--- src/hdl/pse_pkg.sv ---
// ----------------------------------------------------------------------------
// pse_pkg
// Types, codes and helpers shared by the postfix stack evaluator.
// ----------------------------------------------------------------------------
`default_nettype none

package pse_pkg;

    localparam int STACK_DEPTH_DEF   = 16;
    localparam int FRACTION_BITS_DEF = 16;
    localparam int DATA_W            = 32;
    localparam int OP_W              = 3;
    localparam int COUNT_W           = 5;
    localparam int STATUS_W          = 3;

    typedef enum logic [OP_W-1:0] {
        OP_PUSH  = 3'd0,
        OP_ADD   = 3'd1,
        OP_SUB   = 3'd2,
        OP_MUL   = 3'd3,
        OP_DIV   = 3'd4,
        OP_CLEAR = 3'd5
    } op_code_t;

    typedef enum logic [STATUS_W-1:0] {
        ST_OK        = 3'd0,
        ST_UNDERFLOW = 3'd1,
        ST_FULL      = 3'd2,
        ST_DIVZERO   = 3'd3,
        ST_SATURATED = 3'd4
    } status_t;

    typedef enum logic [1:0] {
        CLS_PUSH,
        CLS_ARITH,
        CLS_CLEAR,
        CLS_IGNORE
    } token_class_t;

    typedef enum logic [1:0] {
        ALU_ADD,
        ALU_SUB,
        ALU_MUL,
        ALU_DIV
    } alu_op_t;

    typedef struct packed {
        token_class_t              cls;
        alu_op_t                   alu;
        logic signed [DATA_W-1:0]  value;
    } token_t;

    typedef enum logic [2:0] {
        BK_IDLE,
        BK_READ,
        BK_EXEC,
        BK_MUL,
        BK_DIV_CHECK,
        BK_DIV_RUN,
        BK_COMMIT
    } back_state_t;

    typedef struct packed {
        logic                      sat;
        logic signed [DATA_W-1:0]  value;
    } clamp_t;

    // Clamps a 64-bit signed value into the 32-bit word range.
    function automatic clamp_t clamp_word(input logic signed [2*DATA_W-1:0] v);
        clamp_t                r;
        logic [DATA_W:0]       upper;
        upper = v[2*DATA_W-1:DATA_W-1];
        if ((&upper) || (~|upper)) begin
            r.sat   = 1'b0;
            r.value = v[DATA_W-1:0];
        end
        else begin
            r.sat   = 1'b1;
            r.value = v[2*DATA_W-1] ? {1'b1, {(DATA_W-1){1'b0}}}
                                    : {1'b0, {(DATA_W-1){1'b1}}};
        end
        return r;
    endfunction

endpackage

`default_nettype wire

--- src/hdl/pse_channels.sv ---
// ----------------------------------------------------------------------------
// pse channels
// Valid/ready channels for tokens into the evaluator and results out of it.
// ----------------------------------------------------------------------------
`default_nettype none

interface pse_token_if;
    logic                                valid;
    logic                                ready;
    logic [pse_pkg::OP_W-1:0]            operation;
    logic signed [pse_pkg::DATA_W-1:0]   operand_value;

    modport source (output valid, output operation, output operand_value, input ready);
    modport sink   (input valid, input operation, input operand_value, output ready);
endinterface

interface pse_result_if;
    logic                                valid;
    logic                                ready;
    logic signed [pse_pkg::DATA_W-1:0]   top_value;
    logic [pse_pkg::COUNT_W-1:0]         stack_count;
    logic [pse_pkg::STATUS_W-1:0]        status;

    modport source (output valid, output top_value, output stack_count, output status,
                    input ready);
    modport sink   (input valid, input top_value, input stack_count, input status,
                    output ready);
endinterface

`default_nettype wire

--- src/hdl/pse_ram.sv ---
// ----------------------------------------------------------------------------
// pse_ram
// Generic single-write, single-read RAM with a registered read port.
// ----------------------------------------------------------------------------
`default_nettype none

module pse_ram #(
    parameter int WIDTH = pse_pkg::DATA_W,
    parameter int DEPTH = pse_pkg::STACK_DEPTH_DEF
) (
    input  wire logic                      clk,
    input  wire logic                      we,
    input  wire logic [$clog2(DEPTH)-1:0]  waddr,
    input  wire logic [WIDTH-1:0]          wdata,
    input  wire logic                      re,
    input  wire logic [$clog2(DEPTH)-1:0]  raddr,
    output logic      [WIDTH-1:0]          rdata
);

    logic [WIDTH-1:0] mem_reg [DEPTH];

    always_ff @(posedge clk)
    begin
        if (we)
        begin
            mem_reg[waddr] <= wdata;
        end
        if (re)
        begin
            rdata <= mem_reg[raddr];
        end
    end

endmodule

`default_nettype wire

--- src/hdl/pse_divider.sv ---
// ----------------------------------------------------------------------------
// pse_divider
// Restoring unsigned divider, one quotient bit per cycle.
// ----------------------------------------------------------------------------
`default_nettype none

module pse_divider (
    input  wire logic                            clk,
    input  wire logic                            rst_n,
    input  wire logic                            start,
    input  wire logic [2*pse_pkg::DATA_W-1:0]    dividend,
    input  wire logic [pse_pkg::DATA_W-1:0]      divisor,
    output logic                                 done,
    output logic      [pse_pkg::DATA_W-1:0]      quotient
);

    localparam int W     = pse_pkg::DATA_W;
    localparam int CNT_W = $clog2(W);

    logic             busy_reg, busy_next;
    logic             done_reg, done_next;
    logic [CNT_W-1:0] cnt_reg, cnt_next;
    logic [W-1:0]     rem_reg, rem_next;
    logic [W-1:0]     quo_reg, quo_next;
    logic [W-1:0]     dsr_reg, dsr_next;
    logic [W:0]       trial;
    logic             fits;

    // The caller guarantees that the upper half of the dividend is below the
    // divisor, so the quotient fits in one word.
    always_comb
    begin
        busy_next = busy_reg;
        done_next = 1'b0;
        cnt_next  = cnt_reg;
        rem_next  = rem_reg;
        quo_next  = quo_reg;
        dsr_next  = dsr_reg;
        trial     = {rem_reg, quo_reg[W-1]};
        fits      = (trial >= {1'b0, dsr_reg});
        if (start)
        begin
            busy_next = 1'b1;
            cnt_next  = '0;
            rem_next  = dividend[2*W-1:W];
            quo_next  = dividend[W-1:0];
            dsr_next  = divisor;
        end
        else if (busy_reg)
        begin
            rem_next = fits ? W'(trial - {1'b0, dsr_reg}) : trial[W-1:0];
            quo_next = {quo_reg[W-2:0], fits};
            cnt_next = cnt_reg + CNT_W'(1);
            if (cnt_reg == CNT_W'(W - 1))
            begin
                busy_next = 1'b0;
                done_next = 1'b1;
            end
        end
    end

    always_ff @(posedge clk or negedge rst_n)
    begin
        if (!rst_n)
        begin
            busy_reg <= 1'b0;
            done_reg <= 1'b0;
            cnt_reg  <= '0;
        end
        else
        begin
            busy_reg <= busy_next;
            done_reg <= done_next;
            cnt_reg  <= cnt_next;
        end
    end

    always_ff @(posedge clk)
    begin
        rem_reg <= rem_next;
        quo_reg <= quo_next;
        dsr_reg <= dsr_next;
    end

    assign done     = done_reg;
    assign quotient = quo_reg;

endmodule

`default_nettype wire

--- src/hdl/pse_front.sv ---
// ----------------------------------------------------------------------------
// pse_front
// Accepts tokens, classifies them and holds them in a two-entry queue.
// ----------------------------------------------------------------------------
`default_nettype none

module pse_front (
    input  wire logic          clk,
    input  wire logic          rst_n,
    pse_token_if.sink          token,
    output logic               q_valid,
    output pse_pkg::token_t    q_entry,
    input  wire logic          q_pop
);

    pse_pkg::token_t entry_reg [2];
    pse_pkg::token_t entry_next;
    logic            wr_ptr_reg, wr_ptr_next;
    logic            rd_ptr_reg, rd_ptr_next;
    logic [1:0]      fill_reg, fill_next;
    logic            do_push, do_pop;

    assign token.ready = (fill_reg != 2'd2);
    assign q_valid     = (fill_reg != 2'd0);
    assign q_entry     = entry_reg[rd_ptr_reg];
    assign do_push     = token.valid && token.ready;
    assign do_pop      = q_pop && q_valid;

    always_comb
    begin
        entry_next.value = token.operand_value;
        entry_next.alu   = pse_pkg::ALU_ADD;
        unique case (pse_pkg::op_code_t'(token.operation))
            pse_pkg::OP_PUSH:  entry_next.cls = pse_pkg::CLS_PUSH;
            pse_pkg::OP_ADD:
            begin
                entry_next.cls = pse_pkg::CLS_ARITH;
                entry_next.alu = pse_pkg::ALU_ADD;
            end
            pse_pkg::OP_SUB:
            begin
                entry_next.cls = pse_pkg::CLS_ARITH;
                entry_next.alu = pse_pkg::ALU_SUB;
            end
            pse_pkg::OP_MUL:
            begin
                entry_next.cls = pse_pkg::CLS_ARITH;
                entry_next.alu = pse_pkg::ALU_MUL;
            end
            pse_pkg::OP_DIV:
            begin
                entry_next.cls = pse_pkg::CLS_ARITH;
                entry_next.alu = pse_pkg::ALU_DIV;
            end
            pse_pkg::OP_CLEAR: entry_next.cls = pse_pkg::CLS_CLEAR;
            default:           entry_next.cls = pse_pkg::CLS_IGNORE;
        endcase
    end

    always_comb
    begin
        wr_ptr_next = do_push ? ~wr_ptr_reg : wr_ptr_reg;
        rd_ptr_next = do_pop  ? ~rd_ptr_reg : rd_ptr_reg;
        fill_next   = fill_reg + 2'(do_push) - 2'(do_pop);
    end

    always_ff @(posedge clk or negedge rst_n)
    begin
        if (!rst_n)
        begin
            wr_ptr_reg <= 1'b0;
            rd_ptr_reg <= 1'b0;
            fill_reg   <= 2'd0;
        end
        else
        begin
            wr_ptr_reg <= wr_ptr_next;
            rd_ptr_reg <= rd_ptr_next;
            fill_reg   <= fill_next;
        end
    end

    always_ff @(posedge clk)
    begin
        if (do_push)
        begin
            entry_reg[wr_ptr_reg] <= entry_next;
        end
    end

endmodule

`default_nettype wire

--- src/hdl/pse_back.sv ---
// ----------------------------------------------------------------------------
// pse_back
// Stack engine: carries out queued tokens and registers one result each.
// ----------------------------------------------------------------------------
`default_nettype none

module pse_back #(
    parameter int STACK_DEPTH   = pse_pkg::STACK_DEPTH_DEF,
    parameter int FRACTION_BITS = pse_pkg::FRACTION_BITS_DEF
) (
    input  wire logic               clk,
    input  wire logic               rst_n,
    input  wire logic               q_valid,
    input  wire pse_pkg::token_t    q_entry,
    output logic                    q_pop,
    pse_result_if.source            result
);

    localparam int W       = pse_pkg::DATA_W;
    localparam int IDX_W   = $clog2(STACK_DEPTH);
    localparam int SP_W    = $clog2(STACK_DEPTH + 1);
    localparam int COUNT_W = pse_pkg::COUNT_W;

    localparam logic [W-1:0] WORD_MIN = {1'b1, {(W-1){1'b0}}};
    localparam logic [W-1:0] WORD_MAX = {1'b0, {(W-1){1'b1}}};

    pse_pkg::back_state_t   state_reg, state_next;
    logic [SP_W-1:0]        sp_reg, sp_next;
    logic signed [W-1:0]    top_reg, top_next;
    logic signed [W-1:0]    left_reg, left_next;
    pse_pkg::alu_op_t       alu_reg, alu_next;
    logic signed [2*W-1:0]  prod_reg, prod_next;
    logic [W-1:0]           mag_l_reg, mag_l_next;
    logic [W-1:0]           mag_r_reg, mag_r_next;
    logic                   neg_reg, neg_next;
    logic signed [W-1:0]    res_val_reg, res_val_next;
    pse_pkg::status_t       res_status_reg, res_status_next;

    logic                   out_valid_reg, out_valid_next;
    logic signed [W-1:0]    out_top_reg, out_top_next;
    logic [COUNT_W-1:0]     out_count_reg, out_count_next;
    pse_pkg::status_t       out_status_reg, out_status_next;

    logic                   res_free;
    logic                   arith_go;
    logic                   emit;
    pse_pkg::status_t       emit_status;

    logic                   ram_we;
    logic [IDX_W-1:0]       ram_waddr;
    logic                   ram_re;
    logic [IDX_W-1:0]       ram_raddr;
    logic [W-1:0]           ram_rdata;

    logic                   div_start;
    logic                   div_done;
    logic [W-1:0]           div_quotient;
    logic [2*W-1:0]         div_dividend;

    logic signed [W:0]      addsub;
    pse_pkg::clamp_t        clamped;

    assign res_free     = !out_valid_reg || result.ready;
    assign arith_go     = (q_entry.cls == pse_pkg::CLS_ARITH) && (sp_reg >= SP_W'(2));
    assign div_dividend = (2*W)'(mag_l_reg) << FRACTION_BITS;
    assign ram_waddr    = IDX_W'(sp_reg - SP_W'(1));
    assign ram_raddr    = IDX_W'(sp_reg - SP_W'(2));

    pse_ram #(
        .WIDTH (W),
        .DEPTH (STACK_DEPTH)
    ) u_stack_ram (
        .clk   (clk),
        .we    (ram_we),
        .waddr (ram_waddr),
        .wdata (top_reg),
        .re    (ram_re),
        .raddr (ram_raddr),
        .rdata (ram_rdata)
    );

    pse_divider u_divider (
        .clk      (clk),
        .rst_n    (rst_n),
        .start    (div_start),
        .dividend (div_dividend),
        .divisor  (mag_r_reg),
        .done     (div_done),
        .quotient (div_quotient)
    );

    // Next state.
    always_comb
    begin
        state_next = state_reg;
        unique case (state_reg)
            pse_pkg::BK_IDLE:
            begin
                if (q_valid && arith_go)
                begin
                    state_next = pse_pkg::BK_READ;
                end
            end
            pse_pkg::BK_READ:
            begin
                state_next = pse_pkg::BK_EXEC;
            end
            pse_pkg::BK_EXEC:
            begin
                unique case (alu_reg)
                    pse_pkg::ALU_MUL: state_next = pse_pkg::BK_MUL;
                    pse_pkg::ALU_DIV: state_next = (top_reg == '0) ? pse_pkg::BK_COMMIT
                                                                   : pse_pkg::BK_DIV_CHECK;
                    default:          state_next = pse_pkg::BK_COMMIT;
                endcase
            end
            pse_pkg::BK_MUL:
            begin
                state_next = pse_pkg::BK_COMMIT;
            end
            pse_pkg::BK_DIV_CHECK:
            begin
                state_next = (div_dividend[2*W-1:W] >= mag_r_reg) ? pse_pkg::BK_COMMIT
                                                                 : pse_pkg::BK_DIV_RUN;
            end
            pse_pkg::BK_DIV_RUN:
            begin
                if (div_done)
                begin
                    state_next = pse_pkg::BK_COMMIT;
                end
            end
            pse_pkg::BK_COMMIT:
            begin
                if (res_free)
                begin
                    state_next = pse_pkg::BK_IDLE;
                end
            end
            default:
            begin
                state_next = pse_pkg::BK_IDLE;
            end
        endcase
    end

    // Outputs and datapath.
    always_comb
    begin
        sp_next         = sp_reg;
        top_next        = top_reg;
        left_next       = left_reg;
        alu_next        = alu_reg;
        prod_next       = prod_reg;
        mag_l_next      = mag_l_reg;
        mag_r_next      = mag_r_reg;
        neg_next        = neg_reg;
        res_val_next    = res_val_reg;
        res_status_next = res_status_reg;
        q_pop           = 1'b0;
        ram_we          = 1'b0;
        ram_re          = 1'b0;
        div_start       = 1'b0;
        emit            = 1'b0;
        emit_status     = pse_pkg::ST_OK;
        addsub          = '0;
        clamped         = '0;

        unique case (state_reg)
            pse_pkg::BK_IDLE:
            begin
                if (q_valid && (arith_go || res_free))
                begin
                    q_pop = 1'b1;
                    unique case (q_entry.cls)
                        pse_pkg::CLS_PUSH:
                        begin
                            emit = 1'b1;
                            if (sp_reg == SP_W'(STACK_DEPTH))
                            begin
                                emit_status = pse_pkg::ST_FULL;
                            end
                            else
                            begin
                                // The old top moves down into the memory.
                                ram_we   = (sp_reg != '0);
                                top_next = q_entry.value;
                                sp_next  = sp_reg + SP_W'(1);
                            end
                        end
                        pse_pkg::CLS_ARITH:
                        begin
                            if (arith_go)
                            begin
                                ram_re   = 1'b1;
                                alu_next = q_entry.alu;
                            end
                            else
                            begin
                                emit        = 1'b1;
                                emit_status = pse_pkg::ST_UNDERFLOW;
                            end
                        end
                        pse_pkg::CLS_CLEAR:
                        begin
                            emit    = 1'b1;
                            sp_next = '0;
                        end
                        default:
                        begin
                            emit = 1'b1;
                        end
                    endcase
                end
            end
            pse_pkg::BK_READ:
            begin
                left_next = ram_rdata;
            end
            pse_pkg::BK_EXEC:
            begin
                res_status_next = pse_pkg::ST_OK;
                unique case (alu_reg)
                    pse_pkg::ALU_ADD, pse_pkg::ALU_SUB:
                    begin
                        addsub = (alu_reg == pse_pkg::ALU_ADD)
                               ? ({left_reg[W-1], left_reg} + {top_reg[W-1], top_reg})
                               : ({left_reg[W-1], left_reg} - {top_reg[W-1], top_reg});
                        clamped = pse_pkg::clamp_word((2*W)'(addsub));
                        res_val_next = clamped.value;
                        if (clamped.sat)
                        begin
                            res_status_next = pse_pkg::ST_SATURATED;
                        end
                    end
                    pse_pkg::ALU_MUL:
                    begin
                        prod_next = left_reg * top_reg;
                    end
                    default:
                    begin
                        if (top_reg == '0)
                        begin
                            res_status_next = pse_pkg::ST_DIVZERO;
                        end
                        mag_l_next = left_reg[W-1] ? W'(-left_reg) : left_reg;
                        mag_r_next = top_reg[W-1]  ? W'(-top_reg)  : top_reg;
                        neg_next   = left_reg[W-1] ^ top_reg[W-1];
                    end
                endcase
            end
            pse_pkg::BK_MUL:
            begin
                // Arithmetic shift floors toward minus infinity.
                clamped      = pse_pkg::clamp_word(prod_reg >>> FRACTION_BITS);
                res_val_next = clamped.value;
                if (clamped.sat)
                begin
                    res_status_next = pse_pkg::ST_SATURATED;
                end
            end
            pse_pkg::BK_DIV_CHECK:
            begin
                // A quotient of 2^32 or more cannot fit; saturate right away.
                if (div_dividend[2*W-1:W] >= mag_r_reg)
                begin
                    res_val_next    = neg_reg ? WORD_MIN : WORD_MAX;
                    res_status_next = pse_pkg::ST_SATURATED;
                end
                else
                begin
                    div_start = 1'b1;
                end
            end
            pse_pkg::BK_DIV_RUN:
            begin
                if (div_done)
                begin
                    if (neg_reg)
                    begin
                        if (div_quotient > WORD_MIN)
                        begin
                            res_val_next    = WORD_MIN;
                            res_status_next = pse_pkg::ST_SATURATED;
                        end
                        else
                        begin
                            res_val_next = W'(-div_quotient);
                        end
                    end
                    else if (div_quotient[W-1])
                    begin
                        res_val_next    = WORD_MAX;
                        res_status_next = pse_pkg::ST_SATURATED;
                    end
                    else
                    begin
                        res_val_next = div_quotient;
                    end
                end
            end
            pse_pkg::BK_COMMIT:
            begin
                if (res_free)
                begin
                    emit        = 1'b1;
                    emit_status = res_status_reg;
                    if (res_status_reg != pse_pkg::ST_DIVZERO)
                    begin
                        sp_next  = sp_reg - SP_W'(1);
                        top_next = res_val_reg;
                    end
                end
            end
            default:
            begin
                emit = 1'b0;
            end
        endcase
    end

    // Result register: a new result may load in the same cycle the old one
    // completes its transfer.
    always_comb
    begin
        out_valid_next  = out_valid_reg && !result.ready;
        out_top_next    = out_top_reg;
        out_count_next  = out_count_reg;
        out_status_next = out_status_reg;
        if (emit)
        begin
            out_valid_next  = 1'b1;
            out_top_next    = (sp_next == '0) ? '0 : top_next;
            out_count_next  = COUNT_W'(sp_next);
            out_status_next = emit_status;
        end
    end

    always_ff @(posedge clk or negedge rst_n)
    begin
        if (!rst_n)
        begin
            state_reg     <= pse_pkg::BK_IDLE;
            sp_reg        <= '0;
            out_valid_reg <= 1'b0;
        end
        else
        begin
            state_reg     <= state_next;
            sp_reg        <= sp_next;
            out_valid_reg <= out_valid_next;
        end
    end

    always_ff @(posedge clk)
    begin
        top_reg        <= top_next;
        left_reg       <= left_next;
        alu_reg        <= alu_next;
        prod_reg       <= prod_next;
        mag_l_reg      <= mag_l_next;
        mag_r_reg      <= mag_r_next;
        neg_reg        <= neg_next;
        res_val_reg    <= res_val_next;
        res_status_reg <= res_status_next;
        out_top_reg    <= out_top_next;
        out_count_reg  <= out_count_next;
        out_status_reg <= out_status_next;
    end

    assign result.valid       = out_valid_reg;
    assign result.top_value   = out_top_reg;
    assign result.stack_count = out_count_reg;
    assign result.status      = out_status_reg;

endmodule

`default_nettype wire

--- src/hdl/postfix_stack_evaluator_unit.sv ---
// ----------------------------------------------------------------------------
// postfix_stack_evaluator_unit
// Reverse Polish evaluator on a stack of signed fixed-point values.
// ----------------------------------------------------------------------------
// Each token on the token channel gives exactly one transfer on the result
// channel: the top of stack afterwards (zero when empty), the entry count and
// a status. A two-entry queue decouples token acceptance from execution, and
// the result register lets a new result load while the previous one is taken.
// Push, clear, ignored codes and rejected operations finish in the idle state
// of the stack engine. Add and subtract go through read, execute and commit;
// the read waits on the registered read of the stack memory below the cached
// top entry, and multiply adds a state for the registered 32x32 multiplier.
// Divide runs the divider, which makes one quotient bit per cycle; a divide
// by zero commits after execute, an overflow after the check. Values carry
// FRACTION_BITS fraction bits; results outside 32 bits saturate with status 4.
`default_nettype none

module postfix_stack_evaluator_unit #(
    parameter int STACK_DEPTH   = pse_pkg::STACK_DEPTH_DEF,
    parameter int FRACTION_BITS = pse_pkg::FRACTION_BITS_DEF
) (
    input  wire logic      clk,
    input  wire logic      rst_n,
    pse_token_if.sink      token,
    pse_result_if.source   result
);

    logic            q_valid;
    logic            q_pop;
    pse_pkg::token_t q_entry;

    pse_front u_front (
        .clk     (clk),
        .rst_n   (rst_n),
        .token   (token),
        .q_valid (q_valid),
        .q_entry (q_entry),
        .q_pop   (q_pop)
    );

    pse_back #(
        .STACK_DEPTH   (STACK_DEPTH),
        .FRACTION_BITS (FRACTION_BITS)
    ) u_back (
        .clk     (clk),
        .rst_n   (rst_n),
        .q_valid (q_valid),
        .q_entry (q_entry),
        .q_pop   (q_pop),
        .result  (result)
    );

endmodule

`default_nettype wire

--- src/flat_wrapper.sv ---
// flat-port wrapper written by rule: the top's interface ports become plain ports
module postfix_stack_evaluator_unit_flat 
#(
    parameter int STACK_DEPTH   = pse_pkg::STACK_DEPTH_DEF,
    parameter int FRACTION_BITS = pse_pkg::FRACTION_BITS_DEF
)
  (clk, rst_n, token_valid, token_operation, token_operand_value, token_ready, result_valid, result_top_value, result_stack_count, result_status, result_ready);
  pse_token_if token_i ();
  pse_result_if result_i ();
  input  wire logic clk;
  input  wire logic rst_n;
  input wire logic [$bits(token_i.valid)-1:0] token_valid;
  input wire logic [$bits(token_i.operation)-1:0] token_operation;
  input wire logic [$bits(token_i.operand_value)-1:0] token_operand_value;
  output wire logic [$bits(token_i.ready)-1:0] token_ready;
  output wire logic [$bits(result_i.valid)-1:0] result_valid;
  output wire logic [$bits(result_i.top_value)-1:0] result_top_value;
  output wire logic [$bits(result_i.stack_count)-1:0] result_stack_count;
  output wire logic [$bits(result_i.status)-1:0] result_status;
  input wire logic [$bits(result_i.ready)-1:0] result_ready;
  assign token_i.valid = token_valid;
  assign token_i.operation = token_operation;
  assign token_i.operand_value = token_operand_value;
  assign token_ready = token_i.ready;
  assign result_valid = result_i.valid;
  assign result_top_value = result_i.top_value;
  assign result_stack_count = result_i.stack_count;
  assign result_status = result_i.status;
  assign result_i.ready = result_ready;
  postfix_stack_evaluator_unit #(.STACK_DEPTH(STACK_DEPTH), .FRACTION_BITS(FRACTION_BITS)) u_core (.clk(clk), .rst_n(rst_n), .token(token_i), .result(result_i));
endmodule
--- config.mk ---
export PLATFORM = sky130hd
export DESIGN_NAME = postfix_stack_evaluator_unit_flat
export DESIGN_NICKNAME = d
export VERILOG_FILES = /design/src/hdl/pse_pkg.sv /design/src/hdl/pse_channels.sv /design/src/hdl/pse_ram.sv /design/src/hdl/pse_divider.sv /design/src/hdl/pse_front.sv /design/src/hdl/pse_back.sv /design/src/hdl/postfix_stack_evaluator_unit.sv /design/src/flat_wrapper.sv
export SDC_FILE = /design/constraint.sdc
export NUM_CORES = 2
export LEC_CHECK = 0
export BUFFER_PORTS_ARGS = -buffer_cell sky130_fd_sc_hd__clkbuf_2
export CAP_MARGIN = 20
export CELL_PAD_IN_SITES_DETAIL_PLACEMENT = 2
export CELL_PAD_IN_SITES_GLOBAL_PLACEMENT = 2
export CORE_UTILIZATION = 45
export CTS_CLUSTER_DIAMETER = 150
export DETAILED_ROUTE_END_ITERATION = 8
export PLACE_DENSITY = 0.87
export SKIP_CTS_REPAIR_TIMING = 1
export SYNTH_ARGS = -nofsm -noshare
export SYNTH_HDL_FRONTEND = slang
export SYNTH_SLANG_ARGS = --single-unit
export TNS_END_PERCENT = 100
--- constraint.sdc ---
create_clock -name clk -period 23.4 [get_ports clk]
set_input_delay 1.17 -clock clk [delete_from_list [all_inputs] [get_ports clk]]
set_output_delay 1.17 -clock clk [all_outputs]
set_load 0.05 [all_outputs]
# Word level (Yosys, flattened, before mapping)
# Memories as Yosys holds them, arrays and structs flattened. A register that Yosys moved wholly into a read port is not among the register bits.
# Index checks and enable logic that the tools add are counted.
[op_classes]
mul = 1
n_bitwise = 4
eq_ne = 28
reduce_logical = 37
n_lt_le_gt_ge = 4
addsub = 12
mux = 90
[ops]
columns = ["op", "count"]
rows = [
  ["32-bit two-way mux", 16],
  ["33-bit two-way mux", 6],
  ["32-bit one-hot mux with 4 select lines", 1],
  ["32-bit negation", 3],
  ["31-bit two-way mux", 3],
  ["32-bit by 32-bit multiplier with 64-bit output", 1],
  ["32-bit one-hot mux with 2 select lines", 1],
  ["32-bit by 32-bit adder with 33-bit output", 1],
  ["33-bit by 32-bit greater-or-equal comparator with 1-bit output", 1],
  ["3-bit two-way mux", 11],
  ["32-bit by 32-bit subtractor with 33-bit output", 1],
  ["16-bit by 32-bit greater-or-equal comparator with 1-bit output", 1],
  ["32-bit greater-than comparator (second input constant)", 1],
  ["32-bit logical NOT", 1],
  ["16-bit two-way mux", 2],
  ["32-bit subtractor", 1],
  ["5-bit two-way mux", 6],
  ["1-bit two-way mux", 28],
  ["3-bit one-hot mux with 7 select lines", 1],
  ["5-bit one-hot mux with 2 select lines", 2],
  ["3-bit one-hot mux with 2 select lines", 3],
  ["17-bit AND reduction", 1],
  ["17-bit OR reduction", 1],
  ["3-bit == test (second input constant)", 5],
  ["other kinds (38)", 78],
]
[totals]
ff_bits = 386
ramBits = 584
mem_count = 2
[mem_list]
columns = ["name", "depth", "word_bits", "read_ports", "rd_ports_with_merged_regs", "write_ports", "line", "rtl"]
rows = [
  ["u_core.u_back.u_stack_ram.mem_reg", 16, 32, 1, 1, 1, "pse_ram.sv:20", "logic [WIDTH-1:0] mem_reg [DEPTH];"],
  ["u_core.u_front.entry_reg", 2, 36, 1, 0, 1, "pse_front.sv:16", "pse_pkg::token_t entry_reg [2];"],
]

# Longest topological paths before layout
[depth]
depth_word = 11
ltp_mapped = 30
depth_no_buf = 27

# Hierarchy
# From an unflattened synthesis, not the netlist that was laid out.
[unflattened]
cells_unflattened = 6824
hier_area_um2 = 79721.5
[modules_own_cells]
columns = ["module", "seq_area_each_um2", "instances", "cells_per_inst", "area_per_inst_um2"]
rows = [
  ["pse_back", 7502.2, 1, 5323, 50633.6],
  ["pse_ram", 16335.7, 1, 838, 20155.6],
  ["pse_divider", 3057.9, 1, 527, 5962.0],
  ["pse_front", 2262.2, 1, 136, 2970.3],
]

# Least setup slack after synthesis
# Ideal clock, no wire load.
[synth_path]
path_type = "register to register"
from = "register u_core.u_back.top_reg[5]"
to = "register u_core.u_back.prod_reg[62] (data pin)"
path_stages_with_launch = 30
arrival_time_ps = 8032
required_ps = 23142
slack_ps = 15110
cell_sequence = "dfxtp_1 > clkbuf_1 > clkbuf_1 > nand2_1 > inv_1 > fa_1 > inv_1 > fa_1 > inv_1 > fa_1 > fa_1 > inv_1 > fa_1 > inv_1 > fa_1 > inv_1 > fa_1 > inv_1 > fa_1 > ha_1 > a21o_1 > a21o_1 > a21oi_1 > a21boi_0 > a31oi_1 > o31a_1 > a221oi_1 > nand2b_1 > a21oi_1 > xnor2_1"
[synth_via]
elab_chain_cells = 1
[synth_rtl]
columns = ["item", "line", "rtl"]
rows = [
  ["start, declared", "pse_back.sv:29", "logic signed [W-1:0] top_reg, top_next;"],
  ["start signal, assigned", "pse_back.sv:357", "top_reg <= top_next;"],
  ["32-bit by 32-bit multiplier with 64-bit output", "pse_back.sv:238", "prod_next = left_reg * top_reg;"],
  ["end signal, assigned", "pse_back.sv:360", "prod_reg <= prod_next;"],
  ["end, declared", "pse_back.sv:32", "logic signed [2*W-1:0] prod_reg, prod_next;"],
]
# No other way between the ends.
# A chain may end at the register's enable or synchronous reset.

# Worst setup path in the final report
[layout_path]
from = "register u_core.u_back.left_reg[31]"
to = "register u_core.u_back.prod_reg[58] (data pin)"
[layout_via]
elab_chain_cells = 1
[layout_rtl]
columns = ["item", "line", "rtl"]
rows = [
  ["start, declared", "pse_back.sv:30", "logic signed [W-1:0] left_reg, left_next;"],
  ["start signal, assigned", "pse_back.sv:358", "left_reg <= left_next;"],
  ["32-bit by 32-bit multiplier with 64-bit output", "pse_back.sv:238", ""],
]
# No other way between the ends.

==> impl_results.md <==
- Seq/Total Area, Yosys: 36.5%
- Clock slew at reported path FFs: 80 ps
- Skew-Pair Late Insertion Delay: 830 ps
- PortBufs: 80
- Min Tclk post-route: 10,600 ps
- DRT Pass-1 Iters: 6
- Setup Total Neg Slack: 0 ps
- CTS root buffer: clkbuf_16
- Clk_skew: 66.4 ps
- Simple-Gate Fraction of Synth Area: 11.2%
- Remaining DRCs: 0
- Drt initial violations: around 6,000
- WP data required: ~24,000 ps
- Max transition margin: 15.9%
- Portion of netlist area occupied by mux cells: 5.36%
- Met2 WL: 165,000 um
- WL/cell: 37.5 um
- RR Startpoint: u_core.u_back.left_reg[31]
- Cell taking the most area after synthesis: edfxtp_1
- Core area: between 150,000 and 200,000 um2
- Die ar.: around 180,000 um2
- Final worst-path cycle share: 45.3%
- Cell count after synthesis: around 6,700
- Grt total ovfl: 0
- DR top layer: met5
- Via Count: 58,300
- Worst Setup Start Kind: flip-flop
- Fmax: 0.0943 GHz
- CP Class: flip-flop to flip-flop
- CTS buffer count: 106
- RSZ-0062 raised after global routing: no
- Most numerous cell in the Yosys netlist: fa_1
- Sink Count: 985
- Antenna violation net count after detailed routing: 0
- Worst Hold End: u_core.u_back.left_reg[20]
- Gpl congestion: 0.904
- XOR/XNOR Fraction of Synth Area: 2.39%
- Largest net degree at the start of global routing: 75
- Worst EP arrival: 11,130 ps
- Hold Fails Final Rpt: 0
- Vias per std cell: 6.44
- Slowest stage delay, CP: 710 ps
- Worst Min Path Start: u_core.u_back.u_stack_ram.rdata[20]
- Slew Limit Fails: 0
- Cell variety after synth: 82
- Top cell type's share of synthesized area: about a third
- Fillers: 17,000
- YS warnings: 0
- Largest family of logic cells by synthesized area: adder cells
- Actual slew at the worst max-slew pin: around 1200 ps
- CTS tree: done
- Crit-path cells: buf_4 -> clkinv_1 -> nor2_1 -> fa_1 -> inv_1 -> fa_1 -> fa_1 -> fa_1 -> inv_1 -> fa_1 -> fa_1 -> fa_1 -> fa_1 -> ha_1 -> a21o_1 -> a21o_1 -> a21oi_1 -> o211a_1 -> o21ai_0 -> o21ai_0 -> o21ai_0 -> a31oi_1 -> o221ai_1 -> xor2_1
- Synth-to-Final Area Change: 8.63%
- Core Rows: 153
- Layout cell share with drive strength beyond 1: 9.48%
- Status: complete, no violations
- Ys flop type: edfxtp_1
- R2R depth: 24
- DIE HEIGHT: 421 um
- Die width: 421 um
- Vias in the first global route: 68,000
- Top post-synthesis cells by area: edfxtp_1, fa_1, inv_1, mux4_2, ha_1
- Routed wl met3: 29,100 um
- Complex-gate fraction of the synthesized area: 5.98%
- Cell count of the worst hold path: 0
- Initial antenna violation count: 19
- Yosys reg bits: 985
- Post-synth EDFFs: approximately 900
- Final WL: around 340,000 um
- Final setup fails: 0
- H-tree Lvls: 3
- Slowest stage cell on the critical path: buf_4
- Max FFs per register: 512
- Setup crit end kind: flip-flop
- Starting Density: 45.3%
- Total of max-cap violations: 0
- FF-to-FF End: u_core.u_back.prod_reg[58]
- Gr usage total: 38.4%
- Critical Path Fanout Max: 62
- Ys async rst share: under 10%
- Adder-cell share of the synthesized area: 31.8%
- M1 WL: 115,000 um
- Post-Syn Nets: between 8,000 and 9,000
- Hold Crit Class: flip-flop to flip-flop
- Worst path most repeated cell: fa_1
- DP HPWL: 217,000 um
- Avg Inst Size Synth: 11.8 um2
- IO Count: about 80
- CTS Buffer Depth: 3
- Net count, final: 8,018
- Most frequent cells after synthesis: fa_1, inv_1, edfxtp_1
- Global-route wire length before repair: 490,000 um
- Reg2Reg Setup Slack: roughly 13,000 ps
- Post-synthesis cell area: 79,000 um2
==> metal layers <==
metal	up-vias	GRT usage (%)
met5	-	0
met4	4	28.2
met3	1680	8.55
met2	4004	64.0
met1	30700	43.3
li1	21900	-
==> per-stage QoR <==
| step | hold slack (ps) | instances | worst slack, ps | area (um2) | util [%] |
|---|---|---|---|---|---|
| 6_report | 417 | 9047 | 12800 | 85800 | 49.3 |
| 5_1_grt | 435 | 9037 | 12650 | 85800 | 49.2 |
| 4_1_cts | 417 | 9033 | 12970 | 85800 | 49.2 |
| 3_5_place_dp | 406 | 8833 | 13610 | 82000 | 47.1 |
| 3_3_place_gp | 401 | 8833 | 14100 | 82000 | 47.1 |
| 2_1_floorplan | 400 | 6697 | 15110 | 79000 | - |
==> cell type report <==
type | instances | area, um2 | share of cell area, %
tap | 2325 | 2910 | 3.39
clock buffer | 120 | 2740 | 3.19
antenna | 11 | 27.5 | 0.0321
multi-input combinational | 4298 | 45100 | 52.5
inverter | 1024 | 3840 | 4.48
clock inverter | 80 | 998 | 1.16
timing repair buffer | 204 | 1330 | 1.55
sequential | 985 | 28900 | 33.7
==> logic make-up after synthesis <==
family / after synthesis
AOI/OAI and AO/OA: 701
xor gates and xnor gates: 216
adders and majority gates: 1360
buffers and inverters: 1414
DFF: 985
muxes: 223
and+or+nand+nor: 1798
==> how the worst max path moves through the flow <==
| stage | start | to | slack, ps | cells after the start |
|---|---|---|---|---|
| after floorplan | u_core.u_back.top_reg[5] | u_core.u_back.prod_reg[62] | 15110 | 29 |
| after global placement | u_core.u_back.left_reg[31] | u_core.u_back.prod_reg[58] | 14100 | 24 |
| after detailed placement | u_core.u_back.left_reg[31] | u_core.u_back.prod_reg[62] | 13610 | 27 |
| after CTS | u_core.u_back.left_reg[31] | u_core.u_back.prod_reg[62] | 12970 | 27 |
| after global routing | u_core.u_back.left_reg[31] | u_core.u_back.prod_reg[62] | 12650 | 27 |
| final | u_core.u_back.left_reg[31] | u_core.u_back.prod_reg[58] | 12800 | 24 |
==> worst max-delay path, delay by kind of cell (launching register included) <==
family	cells	cell delay, ps
AND/OR/NAND/NOR	1	380
XOR/XNOR	1	190
AO/OA/AOI/OAI	9	3190
flip-flops	1	370
adder cells (fa/ha/maj)	9	4580
buffers and inverters	4	1510
==> cells in the final DEF, fill, tap and decap left out, types with 37 or more instances in the layout <==
cell / n
nand2b_1: 38
ha_1: 276
a21o_1: 57
clkbuf_2: 82
a21oi_1: 137
mux2i_1: 60
nand2_1: 729
xor2_1: 63
mux4_2: 160
fa_1: 1083
a221o_1: 37
clkbuf_16: 106
nor2_1: 219
buf_4: 121
inv_1: 1020
nand3_1: 67
edfxtp_1: 901
xnor2_1: 152
and2_1: 516
o21ai_0: 166
Power is left out: the tool's default activity adds up to more than one toggle a clock period on the data nets, which glitch-free logic cannot reach.
